File: src/sv/drt_pkg.sv
`timescale 1ns / 1ps

package drt_pkg;

  localparam logic [1:0] ACT_POST    = 2'd0;
  localparam logic [1:0] ACT_FINISH  = 2'd1;
  localparam logic [1:0] ACT_RECLAIM = 2'd2;

  localparam logic [1:0] POST_OK   = 2'd0;
  localparam logic [1:0] POST_FULL = 2'd1;
  localparam logic [1:0] POST_STOP = 2'd2;
  localparam logic [1:0] POST_NONE = 2'd3;

  localparam logic [1:0] OUT_ERROR     = 2'd0;
  localparam logic [1:0] OUT_COMPLETED = 2'd1;
  localparam logic [1:0] OUT_CANCELED  = 2'd2;
  localparam logic [1:0] OUT_NONE      = 2'd3;

  localparam logic [1:0] CFG_STOPPING  = 2'd0;
  localparam logic [1:0] CFG_EXCEPTION = 2'd1;
  localparam logic [1:0] CFG_COMPLETED = 2'd2;

  localparam int FIELD_W  = 7;
  localparam int STATUS_W = 64;
  localparam int IN_W     = 80;
  localparam int OUT_W    = 32;

  typedef enum logic [2:0] {
    ST_CLEAR,
    ST_IDLE,
    ST_POST,
    ST_FIN,
    ST_RD,
    ST_CHK,
    ST_DONE
  } state_t;

  typedef struct packed {
    logic clr_step;
    logic capture;
    logic post;
    logic finish;
    logic rd;
    logic advance;
    logic load_out;
  } cmd_t;

  typedef struct packed {
    logic       clr_last;
    logic [1:0] in_action;
    logic       reclaim_go;
    logic       out_free;
  } sts_t;

endpackage

File: src/sv/dma_descriptor_ring_tracker.sv
`timescale 1ns / 1ps
// path from input word to output word valid: post through POST then DONE, unknown action straight to DONE,
// finish through FIN then RD and CHK repeated while slots are reclaimed, reclaim through RD and CHK likewise, then DONE
// one item at a time; the reclaim scan reads one busy mark per RD and CHK step from the slot memory
// a new item can be taken from the cycle after the previous result is loaded into the output register
// reset: synchronous; a clearing pass over every slot zeroes the busy marks,
// no item is taken during it, config writes are taken at any time

module dma_descriptor_ring_tracker #(
  parameter int RING_SLOTS = 128
) (
  input  logic                         clk,
  input  logic                         rst,
  input  logic                         cfg_valid,
  output logic                         cfg_ready,
  input  logic [1:0]                   cfg_index,
  input  logic [drt_pkg::STATUS_W-1:0] cfg_data,
  input  logic                         s_tvalid,
  output logic                         s_tready,
  // slot[6:0], status_word[70:7], read_pointer[77:71], zero pad
  input  logic [drt_pkg::IN_W-1:0]     s_tdata,
  // action[1:0]
  input  logic [1:0]                   s_tuser,
  output logic                         m_tvalid,
  input  logic                         m_tready,
  // post_code[1:0], posted_slot[8:2], entry_outcome[10:9], first_used_out[17:11],
  // used_count_out[24:18], zero pad
  output logic [drt_pkg::OUT_W-1:0]    m_tdata
);

  localparam int AW = $clog2(RING_SLOTS);

  drt_pkg::cmd_t cmd;
  drt_pkg::sts_t sts;

  assign cfg_ready = 1'b1;

  drt_ctrl u_ctrl (
    .clk      (clk),
    .rst      (rst),
    .s_tvalid (s_tvalid),
    .s_tready (s_tready),
    .sts      (sts),
    .cmd      (cmd)
  );

  drt_datapath #(
    .RING_SLOTS (RING_SLOTS),
    .AW         (AW)
  ) u_datapath (
    .clk       (clk),
    .rst       (rst),
    .cfg_valid (cfg_valid),
    .cfg_index (cfg_index),
    .cfg_data  (cfg_data),
    .s_tdata   (s_tdata),
    .s_tuser   (s_tuser),
    .m_tvalid  (m_tvalid),
    .m_tready  (m_tready),
    .m_tdata   (m_tdata),
    .cmd       (cmd),
    .sts       (sts)
  );

`ifndef SYNTHESIS
  a_one_at_a_time: assert property (@(posedge clk) disable iff (rst)
    (s_tvalid && s_tready) |=> !s_tready)
    else $error("input taken while an item is in progress");

  a_post_or_finish: assert property (@(posedge clk) disable iff (rst)
    m_tvalid |-> (m_tdata[1:0] == drt_pkg::POST_NONE || m_tdata[10:9] == drt_pkg::OUT_NONE))
    else $error("result reports both a post and a finish");

  a_refused_slot_zero: assert property (@(posedge clk) disable iff (rst)
    (m_tvalid && m_tdata[1:0] != drt_pkg::POST_OK) |-> (m_tdata[8:2] == '0))
    else $error("refused post reports a slot");

  a_load_when_free: assert property (@(posedge clk) disable iff (rst)
    cmd.load_out |-> (!m_tvalid || m_tready))
    else $error("output word overwritten before it was taken");
`endif

endmodule

File: src/sv/drt_ctrl.sv
`timescale 1ns / 1ps

module drt_ctrl (
  input  logic          clk,
  input  logic          rst,
  input  logic          s_tvalid,
  output logic          s_tready,
  input  drt_pkg::sts_t sts,
  output drt_pkg::cmd_t cmd
);

  drt_pkg::state_t state;
  drt_pkg::state_t state_next;

  always_ff @(posedge clk) begin
    if (rst) begin
      state <= drt_pkg::ST_CLEAR;
    end else begin
      state <= state_next;
    end
  end

  always_comb begin
    state_next = state;
    cmd        = '0;
    s_tready   = 1'b0;
    case (state)
      drt_pkg::ST_CLEAR: begin
        cmd.clr_step = 1'b1;
        if (sts.clr_last) begin
          state_next = drt_pkg::ST_IDLE;
        end
      end
      drt_pkg::ST_IDLE: begin
        s_tready = 1'b1;
        if (s_tvalid) begin
          cmd.capture = 1'b1;
          case (sts.in_action)
            drt_pkg::ACT_POST:    state_next = drt_pkg::ST_POST;
            drt_pkg::ACT_FINISH:  state_next = drt_pkg::ST_FIN;
            drt_pkg::ACT_RECLAIM: state_next = drt_pkg::ST_RD;
            default:              state_next = drt_pkg::ST_DONE;
          endcase
        end
      end
      drt_pkg::ST_POST: begin
        cmd.post   = 1'b1;
        state_next = drt_pkg::ST_DONE;
      end
      drt_pkg::ST_FIN: begin
        cmd.finish = 1'b1;
        state_next = drt_pkg::ST_RD;
      end
      drt_pkg::ST_RD: begin
        cmd.rd     = 1'b1;
        state_next = drt_pkg::ST_CHK;
      end
      drt_pkg::ST_CHK: begin
        if (sts.reclaim_go) begin
          cmd.advance = 1'b1;
          state_next  = drt_pkg::ST_RD;
        end else begin
          state_next = drt_pkg::ST_DONE;
        end
      end
      drt_pkg::ST_DONE: begin
        if (sts.out_free) begin
          cmd.load_out = 1'b1;
          state_next   = drt_pkg::ST_IDLE;
        end
      end
      default: begin
        state_next = drt_pkg::ST_IDLE;
      end
    endcase
  end

endmodule

File: src/sv/drt_datapath.sv
`timescale 1ns / 1ps

module drt_datapath #(
  parameter int RING_SLOTS = 128,
  parameter int AW         = 7
) (
  input  logic                         clk,
  input  logic                         rst,
  input  logic                         cfg_valid,
  input  logic [1:0]                   cfg_index,
  input  logic [drt_pkg::STATUS_W-1:0] cfg_data,
  input  logic [drt_pkg::IN_W-1:0]     s_tdata,
  input  logic [1:0]                   s_tuser,
  output logic                         m_tvalid,
  input  logic                         m_tready,
  output logic [drt_pkg::OUT_W-1:0]    m_tdata,
  input  drt_pkg::cmd_t                cmd,
  output drt_pkg::sts_t                sts
);

  localparam int FW = drt_pkg::FIELD_W;

  logic                         engine_stopping;
  logic [drt_pkg::STATUS_W-1:0] exception_bits;
  logic [drt_pkg::STATUS_W-1:0] completed_bits;

  logic [AW-1:0] first_used;
  logic [AW-1:0] used_count;
  logic [AW-1:0] clr_cnt;

  logic [FW-1:0] slot_q;
  logic [FW-1:0] rp_q;
  logic [1:0]    code_q;
  logic [FW-1:0] posted_q;
  logic [1:0]    outcome_q;

  logic          busy_mem [RING_SLOTS];
  logic          rd_busy;

  logic          mem_we;
  logic [AW-1:0] mem_waddr;
  logic          mem_wdata;

  logic [FW-1:0]                in_slot;
  logic [drt_pkg::STATUS_W-1:0] in_status;
  logic [FW-1:0]                in_rp;
  logic [1:0]                   in_outcome;

  logic [AW:0]      post_sum;
  logic [AW-1:0]    post_slot;
  logic             post_ok;
  logic [AW+FW-1:0] post_slot_ext;
  logic [AW+FW-1:0] slot_ext;
  logic [AW+FW-1:0] fu_ext;
  logic [AW+FW-1:0] uc_ext;
  logic [AW+FW-1:0] rp_ext;
  logic             slot_in_ring;

  assign in_slot   = s_tdata[FW-1:0];
  assign in_status = s_tdata[FW+drt_pkg::STATUS_W-1:FW];
  assign in_rp     = s_tdata[2*FW+drt_pkg::STATUS_W-1:FW+drt_pkg::STATUS_W];

  // status word classification, exception wins over completion
  always_comb begin
    if ((in_status & exception_bits) != '0) begin
      in_outcome = drt_pkg::OUT_ERROR;
    end else if ((in_status & completed_bits) != '0) begin
      in_outcome = drt_pkg::OUT_COMPLETED;
    end else begin
      in_outcome = drt_pkg::OUT_CANCELED;
    end
  end

  // claimed slot wraps at the ring size
  assign post_sum  = {1'b0, first_used} + {1'b0, used_count};
  assign post_slot = (post_sum >= (AW+1)'(RING_SLOTS)) ?
                     AW'(post_sum - (AW+1)'(RING_SLOTS)) : post_sum[AW-1:0];
  assign post_ok   = !engine_stopping && (used_count != AW'(RING_SLOTS - 1));

  assign post_slot_ext = {{FW{1'b0}}, post_slot};
  assign slot_ext      = {{AW{1'b0}}, slot_q};
  assign fu_ext        = {{FW{1'b0}}, first_used};
  assign uc_ext        = {{FW{1'b0}}, used_count};
  assign rp_ext        = {{AW{1'b0}}, rp_q};
  assign slot_in_ring  = slot_ext < (AW+FW)'(RING_SLOTS);

  always_comb begin
    mem_we    = 1'b0;
    mem_waddr = clr_cnt;
    mem_wdata = 1'b0;
    if (cmd.clr_step) begin
      mem_we = 1'b1;
    end else if (cmd.post) begin
      mem_we    = post_ok;
      mem_waddr = post_slot;
      mem_wdata = 1'b1;
    end else if (cmd.finish) begin
      mem_we    = slot_in_ring;
      mem_waddr = slot_ext[AW-1:0];
    end
  end

  always_ff @(posedge clk) begin
    if (mem_we) begin
      busy_mem[mem_waddr] <= mem_wdata;
    end
    if (cmd.rd) begin
      rd_busy <= busy_mem[first_used];
    end
  end

  always_ff @(posedge clk) begin
    if (rst) begin
      engine_stopping <= 1'b0;
      exception_bits  <= '0;
      completed_bits  <= '0;
    end else if (cfg_valid) begin
      case (cfg_index)
        drt_pkg::CFG_STOPPING:  engine_stopping <= cfg_data[0];
        drt_pkg::CFG_EXCEPTION: exception_bits  <= cfg_data;
        drt_pkg::CFG_COMPLETED: completed_bits  <= cfg_data;
        default: ;
      endcase
    end
  end

  always_ff @(posedge clk) begin
    if (rst) begin
      first_used <= '0;
      used_count <= '0;
      clr_cnt    <= '0;
    end else begin
      if (cmd.clr_step) begin
        clr_cnt <= clr_cnt + AW'(1);
      end
      if (cmd.post && post_ok) begin
        used_count <= used_count + AW'(1);
      end
      if (cmd.advance) begin
        used_count <= used_count - AW'(1);
        first_used <= (first_used == AW'(RING_SLOTS - 1)) ? '0 : first_used + AW'(1);
      end
    end
  end

  always_ff @(posedge clk) begin
    if (cmd.capture) begin
      slot_q    <= in_slot;
      rp_q      <= in_rp;
      code_q    <= drt_pkg::POST_NONE;
      posted_q  <= '0;
      outcome_q <= (s_tuser == drt_pkg::ACT_FINISH) ? in_outcome : drt_pkg::OUT_NONE;
    end
    if (cmd.post) begin
      if (engine_stopping) begin
        code_q <= drt_pkg::POST_STOP;
      end else if (!post_ok) begin
        code_q <= drt_pkg::POST_FULL;
      end else begin
        code_q   <= drt_pkg::POST_OK;
        posted_q <= post_slot_ext[FW-1:0];
      end
    end
  end

  // output word register
  always_ff @(posedge clk) begin
    if (rst) begin
      m_tvalid <= 1'b0;
    end else if (cmd.load_out) begin
      m_tvalid <= 1'b1;
    end else if (m_tready) begin
      m_tvalid <= 1'b0;
    end
  end

  always_ff @(posedge clk) begin
    if (cmd.load_out) begin
      m_tdata <= {7'b0, uc_ext[FW-1:0], fu_ext[FW-1:0], outcome_q, posted_q, code_q};
    end
  end

  assign sts.clr_last   = (clr_cnt == AW'(RING_SLOTS - 1));
  assign sts.in_action  = s_tuser;
  assign sts.reclaim_go = (used_count != '0) && !rd_busy && (fu_ext != rp_ext);
  assign sts.out_free   = !m_tvalid || m_tready;

endmodule
File: config.mk
export PLATFORM = sky130hd
export DESIGN_NAME = dma_descriptor_ring_tracker
export DESIGN_NICKNAME = d
export VERILOG_FILES = /design/src/sv/drt_pkg.sv /design/src/sv/dma_descriptor_ring_tracker.sv /design/src/sv/drt_ctrl.sv /design/src/sv/drt_datapath.sv
export SDC_FILE = /design/constraint.sdc
export NUM_CORES = 1
export LEC_CHECK = 0
export BUFFER_PORTS_ARGS = -buffer_cell sky130_fd_sc_hd__buf_4
export CAP_MARGIN = 20
export CORE_MARGIN = 4
export CORE_UTILIZATION = 50
export DETAILED_ROUTE_END_ITERATION = 6
export PLACE_DENSITY = 0.7
export SLEW_MARGIN = 20
export SYNTH_ARGS = -nofsm -noshare
export SYNTH_HDL_FRONTEND = slang
export SYNTH_HIERARCHICAL = 1
export SYNTH_SLANG_ARGS = --single-unit
export TNS_END_PERCENT = 20
File: constraint.sdc
create_clock -name clk -period 6.8 [get_ports clk]
set_clock_uncertainty 0.1 [all_clocks]
set_input_delay 1.36 -clock clk [delete_from_list [all_inputs] [get_ports clk]]
set_output_delay 1.36 -clock clk [all_outputs]
set_load 0.02 [all_outputs]
==> results of run 1 <==
## worst max path at each step
| stage | from | end | cells after the start |
|---|---|---|---|
| 2_1_floorplan | u_datapath/first_used[0] | u_datapath/used_count[6] | 17 |
| 3_3_place_gp | u_datapath/first_used[0] | u_datapath/used_count[5] | 12 |
| 5_1_grt | u_ctrl/state[0] | u_datapath/busy_mem[124] | 8 |
| 3_5_place_dp | u_datapath/first_used[0] | u_datapath/used_count[5] | 12 |
| 6_report | u_ctrl/state[0] | u_datapath/busy_mem[4] | 8 |
| 4_1_cts | u_datapath/first_used[0] | u_datapath/busy_mem[20] | 9 |
## stage by stage
step	util, %	setup WS [ns]	cell area (sq um)
floorplan	-	3.22	14700
detailed placement	56.0	2.74	16200
finish	60.1	2.55	17300
CTS	60.0	2.70	17300
global placement	56.0	2.79	16200
global route	60.1	2.36	17300
## sequential cells by signal (all words and copies together) (netlist names), 3 cells and up
signal / cells
u_datapath/busy_mem: 128
u_datapath/completed_bits: 64
u_datapath/exception_bits: 64
u_datapath/m_tdata: 25
u_datapath/clr_cnt: 7
u_datapath/first_used: 7
u_datapath/posted_q: 7
u_datapath/rp_q: 7
u_datapath/slot_q: 7
u_datapath/used_count: 7
u_ctrl/state: 3
## routing by layer
layer	track usage, %	up-vias	wire length [um]
met4	6.67	4	1050
li1	-	5383	-
met3	5.38	68	3430
met1	32.5	5521	16600
met2	39.3	509	19300
met5	0	-	27
## cells in the final DEF, fill, tap and decap left out, drive strengths merged, types with 4 or more instances in the layout
cell type  instances
nor2b             12
mux4              25
o22ai              5
o21a               6
nor2              75
edfxtp           172
nand2b             8
a22oi             24
nor3             111
xor2              12
dfxtp            161
xnor2             12
and2               5
o31ai              4
nor4               5
a211oi             4
inv               17
clkinv             9
nand3b            14
clkbuf            49
nand4             13
a21oi            150
o211ai             9
a22o              23
nand3             38
ha                13
mux2i             23
a221oi            23
o21ai             18
conb               8
nand2            278
buf              193
## kinds of logic (layout without fill, tap and decap cells)
logic type | Yosys count | after routing | synth area share [%]
buffers and inverters | 124 | 272 | 4.10
DFF | 333 | 333 | 57.0
xor gates and xnor gates | 24 | 24 | 1.43
other | 2 | 9 | 0.0510
muxes | 49 | 49 | 5.46
adders and majority gates | 15 | 15 | 1.38
AOI/OAI and AO/OA | 291 | 291 | 12.7
and+or+nand+nor | 578 | 578 | 17.9
## final cells by class
type,count,area share (%)
Antenna cell,1,0.0144
Clock buffer,49,5.71
Clock inverter,14,0.981
Inverter,16,0.346
Multi-Input combinational cell,965,33.5
Sequential cell,333,48.4
Tap cell,384,2.77
Timing Repair Buffer,193,8.35
## report_power, final
part / internal [mW] / switching, mW
registers: 2.18 / 0.0444
clock network: 1.14 / 0.783
logic: 0.166 / 0.273
total: 3.49 / 1.10
## worst reg2reg max path, stage by stage (launching register included)
cell,delay (ns)
dfxtp_1,0.39
nand2b_1,0.24
nor2_1,0.68
nand2b_1,0.21
a41o_1,0.48
o2bb2ai_1,0.30
nor3_1,0.82
o211ai_1,0.41
nor3_1,0.30
==> out/results.ini, run 1 <==
[synthesis]
netlist_area_sq_mm=0.0147
ys_ff_latch=333
ys.flop_type=edfxtp_1
synthArstFlopShare_pct=0
synthTopCellsByCount=278 x nand2_1, 172 x edfxtp_1, 161 x dfxtp_1
ys_seq_area_share_pct=57.0
synthTopCellsByArea=edfxtp_1 35%, dfxtp_1 22%, nand2_1 7.1%
syn_avg_cell_area_sq_um=10.4
synth_top_area_share_pct=35.1
synth_edf_count=172
synth_cell_type_count=72
yosys.area.top_type=edfxtp_1
syn_inst=1416
yosysWarningCount=6
yosysMostFrequentCell=nand2_1

[sta]
hold_viol_final=0
tightest_slew_ns=1.11
fmax_mhz=235
finalCritPeriodShare_pct=62.5
slew_violations=0
fin_hold_ws_ns=0.318
maxSlewHeadroom_pct=26.3
fin_crit_ns=4.25
grt_setup_unrepaired=no
tns_ns=0
setup_violations=0

[worst_setup_path]
crit_path_max_incr_delay_ns=0.82
critical_path.max_fanout=18
cp_cell_sequence=nand2b_1, nor2_1, nand2b_1, a41o_1, o2bb2ai_1, nor3_1, o211ai_1, nor3_1
reg2reg_setup_slack_ns=2.55
critPathCaptureType=register
path_class=register to register
cp_slowest_cell=nor3_1
crit_path_start_kind=register
cp.required_ns=6.89
worst-r2r-cell-count=8
path_delay_family=simple AND/OR/NAND/NOR gates
cp_num_buf_inv=0
critPathArrivalTime_ns=4.34
rr_startpoint=u_ctrl/state[0]
r2r_end=u_datapath/busy_mem[4]

[clock_tree]
cts_resized=0
cts_root_buffer=clkbuf_16
cts_made_buffers=35
htree_levels=2
post-cts-setup-buffers=0
numClockSinks=333
clk_path_buf_depth=3
insertion_delay_ns=0.52
cts_tree=done
clkTransAtPathRegs_ns=0.06
postCtsHoldBufs=0

[detailed_routing]
vias_per_cell=5.87
routed_wl_mm=40.3
dr.pass1.iters=7
wire_per_inst_um=20.6
drc=0
drt_iter0_drc=1179
postRouteAntennaNets=0
vias=11500

[layout]
multi_input_area_sq_mm=0.00581
n_fill_cell=2471
drive_gt1_share_pct=19.0
syn2layout_area_growth_pct=17.8
num-nets-final=1712
instances_no_fill=1955
regArea_sq_mm=0.00839

[floorplanning]
rows=62
ios=188
start_util_pct=51.0
die_w_um=180
die-area_sq_mm=0.0323
design.core.area_sq_mm=0.0289
die_h_um=180

[worst_hold_path]
min_path_type=register to register
hold_path_depth=0
min_from=u_datapath/outcome_q[1]
holdPathEnd=u_datapath/m_tdata[10]

[pwr]
total_power_mw=4.58
powerDensity_mw_per_mm2=264
vdd_ir_drop_max_v=0.000153
p_leak_nw=5.90

[global_routing]
first_global_vias=11100
grt_overflow=0
grt_pass1_wl_mm=62.5
grtUsageTotal_pct=24.0
grt_max_degree=109
antenna_found_initial=3

[status]
status=completed

[place]
portBuffers=177
gp_congestion=0.901
hpwl_mm=27.2
place_inst=1891

[flow_run]
cap_violations=0

Power figures use the tool's default switching activity.
==> run 2: changes to the inputs <==
--- a/config.mk
+++ b/config.mk
@@ -10,7 +10,7 @@
 export CORE_MARGIN = 4
 export CORE_UTILIZATION = 50
 export DETAILED_ROUTE_END_ITERATION = 6
-export PLACE_DENSITY = 0.7
+export PLACE_DENSITY = 0.73
 export SLEW_MARGIN = 20
 export SYNTH_ARGS = -nofsm -noshare
 export SYNTH_HDL_FRONTEND = slang
==> constraint.sdc (replaced) <==
create_clock -name clk -period 3.9 [get_ports clk]
set_clock_uncertainty 0.1 [all_clocks]
set_input_delay 0.78 -clock clk [delete_from_list [all_inputs] [get_ports clk]]
set_output_delay 0.78 -clock clk [all_outputs]
set_load 0.02 [all_outputs]
==> out/results.ini, run 2 (synthesis gave the netlist of run 1 again) <==
[global_routing]
grtUsageMet2_pct=39.2
grt_overflow=0
grt-busiest-layer=met2
grt_pass1_wl_mm=63.5
grt_max_degree=134
first_global_vias=11300
use_met1_pct=32.9
grt_use_met3_pct=5.19
grtUsageTotal_pct=24.3
antenna_found_initial=2

[worst_setup_path]
path_class=register to register
critical_path.max_fanout=16
cp_slowest_cell=o31ai_2
critPathArrivalTime_ns=3.75
cp.required_ns=4.00
cp_cell_sequence=ha_1, inv_1, fa_1, nor2b_4, o21a_4, nor3_1, o31ai_2, nand3_1, nor3_1
r2r_end=u_datapath/busy_mem[28]
rr_startpoint=u_datapath/used_count[0]
crit_path_start_kind=register
crit_path_frequent_cell=nor3_1
critPathLaunch=u_datapath/used_count[0]
critPathCaptureType=register
worst-r2r-cell-count=9
reg2reg_setup_slack_ns=0.25
crit_path_max_incr_delay_ns=0.95
endpoint=u_datapath/busy_mem[28]

[detailed_routing]
routed_wl_mm=40.7
postRouteAntennaNets=0
vias=11700
wire_per_inst_um=20.6
dr.pass1.iters=5
drt_iter0_drc=1332
drc=0
vias_per_cell=5.96

[sta]
maxSlewHeadroom_pct=24.3
slew_violations=0
fin_crit_ns=3.65
tns_ns=0
grt_setup_unrepaired=no
hold_viol_final=0
setup_ws_ns=0.249
tightest_slew_ns=1.13
fin_hold_ws_ns=0.319
finalCritPeriodShare_pct=93.6
setup_violations=0
fmax_mhz=274

[pwr]
p_comb_share_pct=10.1
total_power_mw=8.00
vdd_ir_drop_max_v=0.000272
power_frac_seq_pct=48.5
p_leak_nw=5.98
swShare_pct=24.3
switching_power_mw=1.95
power.share.clock_pct=41.4
p_int_mw=6.05
powerDensity_mw_per_mm2=457

[floorplanning]
start_util_pct=51.0
die_w_um=180
die_h_um=180
design.core.area_sq_mm=0.0289
ios=188
die-area_sq_mm=0.0323
rows=62

[clock_tree]
post-cts-setup-buffers=0
numClockSinks=333
clkTransAtPathRegs_ns=0.06
cts_made_buffers=36
insertion_delay_ns=0.53
cts_resized=0
cts_tree=done
postCtsHoldBufs=0
cts_root_buffer=clkbuf_16
htree_levels=2
clk_path_buf_depth=3

[layout]
final_common_cell=nand2_1
drive_gt1_share_pct=20.0
largest_reg_flops=128
num-nets-final=1728
layout_common_cells=278 x nand2_1, 204 x buf_4, 172 x edfxtp_1
syn2layout_area_growth_pct=18.8
n_fill_cell=2356
top_regs=u_datapath/busy_mem x128, u_datapath/completed_bits x64, u_datapath/exception_bits x64
antenna_cells=0
regMostFlops=u_datapath/busy_mem

[worst_hold_path]
min_from=u_datapath/code_q[0]
min_path_type=register to register

[place]
gp_congestion=0.912
portBuffers=177
pre_cts_ws_ns=0.377
hpwl_mm=27.9

[status]
status=completed

[flow_run]
cap_violations=0

-- run 2: metrics by stage --
step | util [%] | cells | instance area, sq um
2_1_floorplan | - | 1422 | 14700
3_3_place_gp | 56.6 | 1906 | 16300
3_5_place_dp | 56.6 | 1906 | 16300
4_1_cts | 60.6 | 1970 | 17500
5_1_grt | 60.6 | 1970 | 17500
6_report | 60.6 | 1970 | 17500
-- run 2: routing by layer --
| metal | share of wire [%] | vias to the layer above | wire length, um |
|---|---|---|---|
| li1 | - | 5420 | - |
| met2 | 48 | 586 | 19400 |
| met5 | 0.098 | - | 40 |
| met1 | 40 | 5648 | 16200 |
| met4 | 3.1 | 4 | 1270 |
| met3 | 9.3 | 87 | 3760 |
-- run 2: worst max-delay path, delay by kind of cell, from the launching register on --
| kind | cells | cell delay, ns |
|---|---|---|
| compound gates | 2 | 1.08 |
| simple gates | 4 | 0.98 |
| fa+ha+maj | 2 | 0.65 |
| flops | 1 | 0.46 |
| buf+inv | 1 | 0.06 |
-- run 2: area by class of cell --
cell class	count	area [sq um]	share of cell area [%]
Clock buffer	47	982	5.62
Clock inverter	17	171	0.980
Inverter	16	60.1	0.343
Multi-Input combinational cell	965	5790	33.1
Sequential cell	333	8390	48.0
Tap cell	384	480	2.75
Timing Repair Buffer	208	1610	9.22
-- run 2: power groups by stage --
stage,Sequential (mW),Clock [mW],Combinational (mW)
2_1_floorplan,3.93,0,0.454
3_3_place_gp,3.95,0,0.770
3_5_place_dp,3.95,0,0.782
4_1_cts,3.88,3.37,0.794
5_1_grt,3.89,3.52,0.871
6_report,3.88,3.31,0.804
-- run 2: how the worst min path moves through the flow --
stage	endpoint	depth (start not counted)
after floorplan	u_datapath/m_tdata[0]	0
after global placement	u_datapath/m_tdata[0]	0
after detailed placement	u_datapath/m_tdata[0]	0
after CTS	u_datapath/rp_q[0]	1
after global routing	u_datapath/rp_q[2]	1
final	u_datapath/m_tdata[0]	0
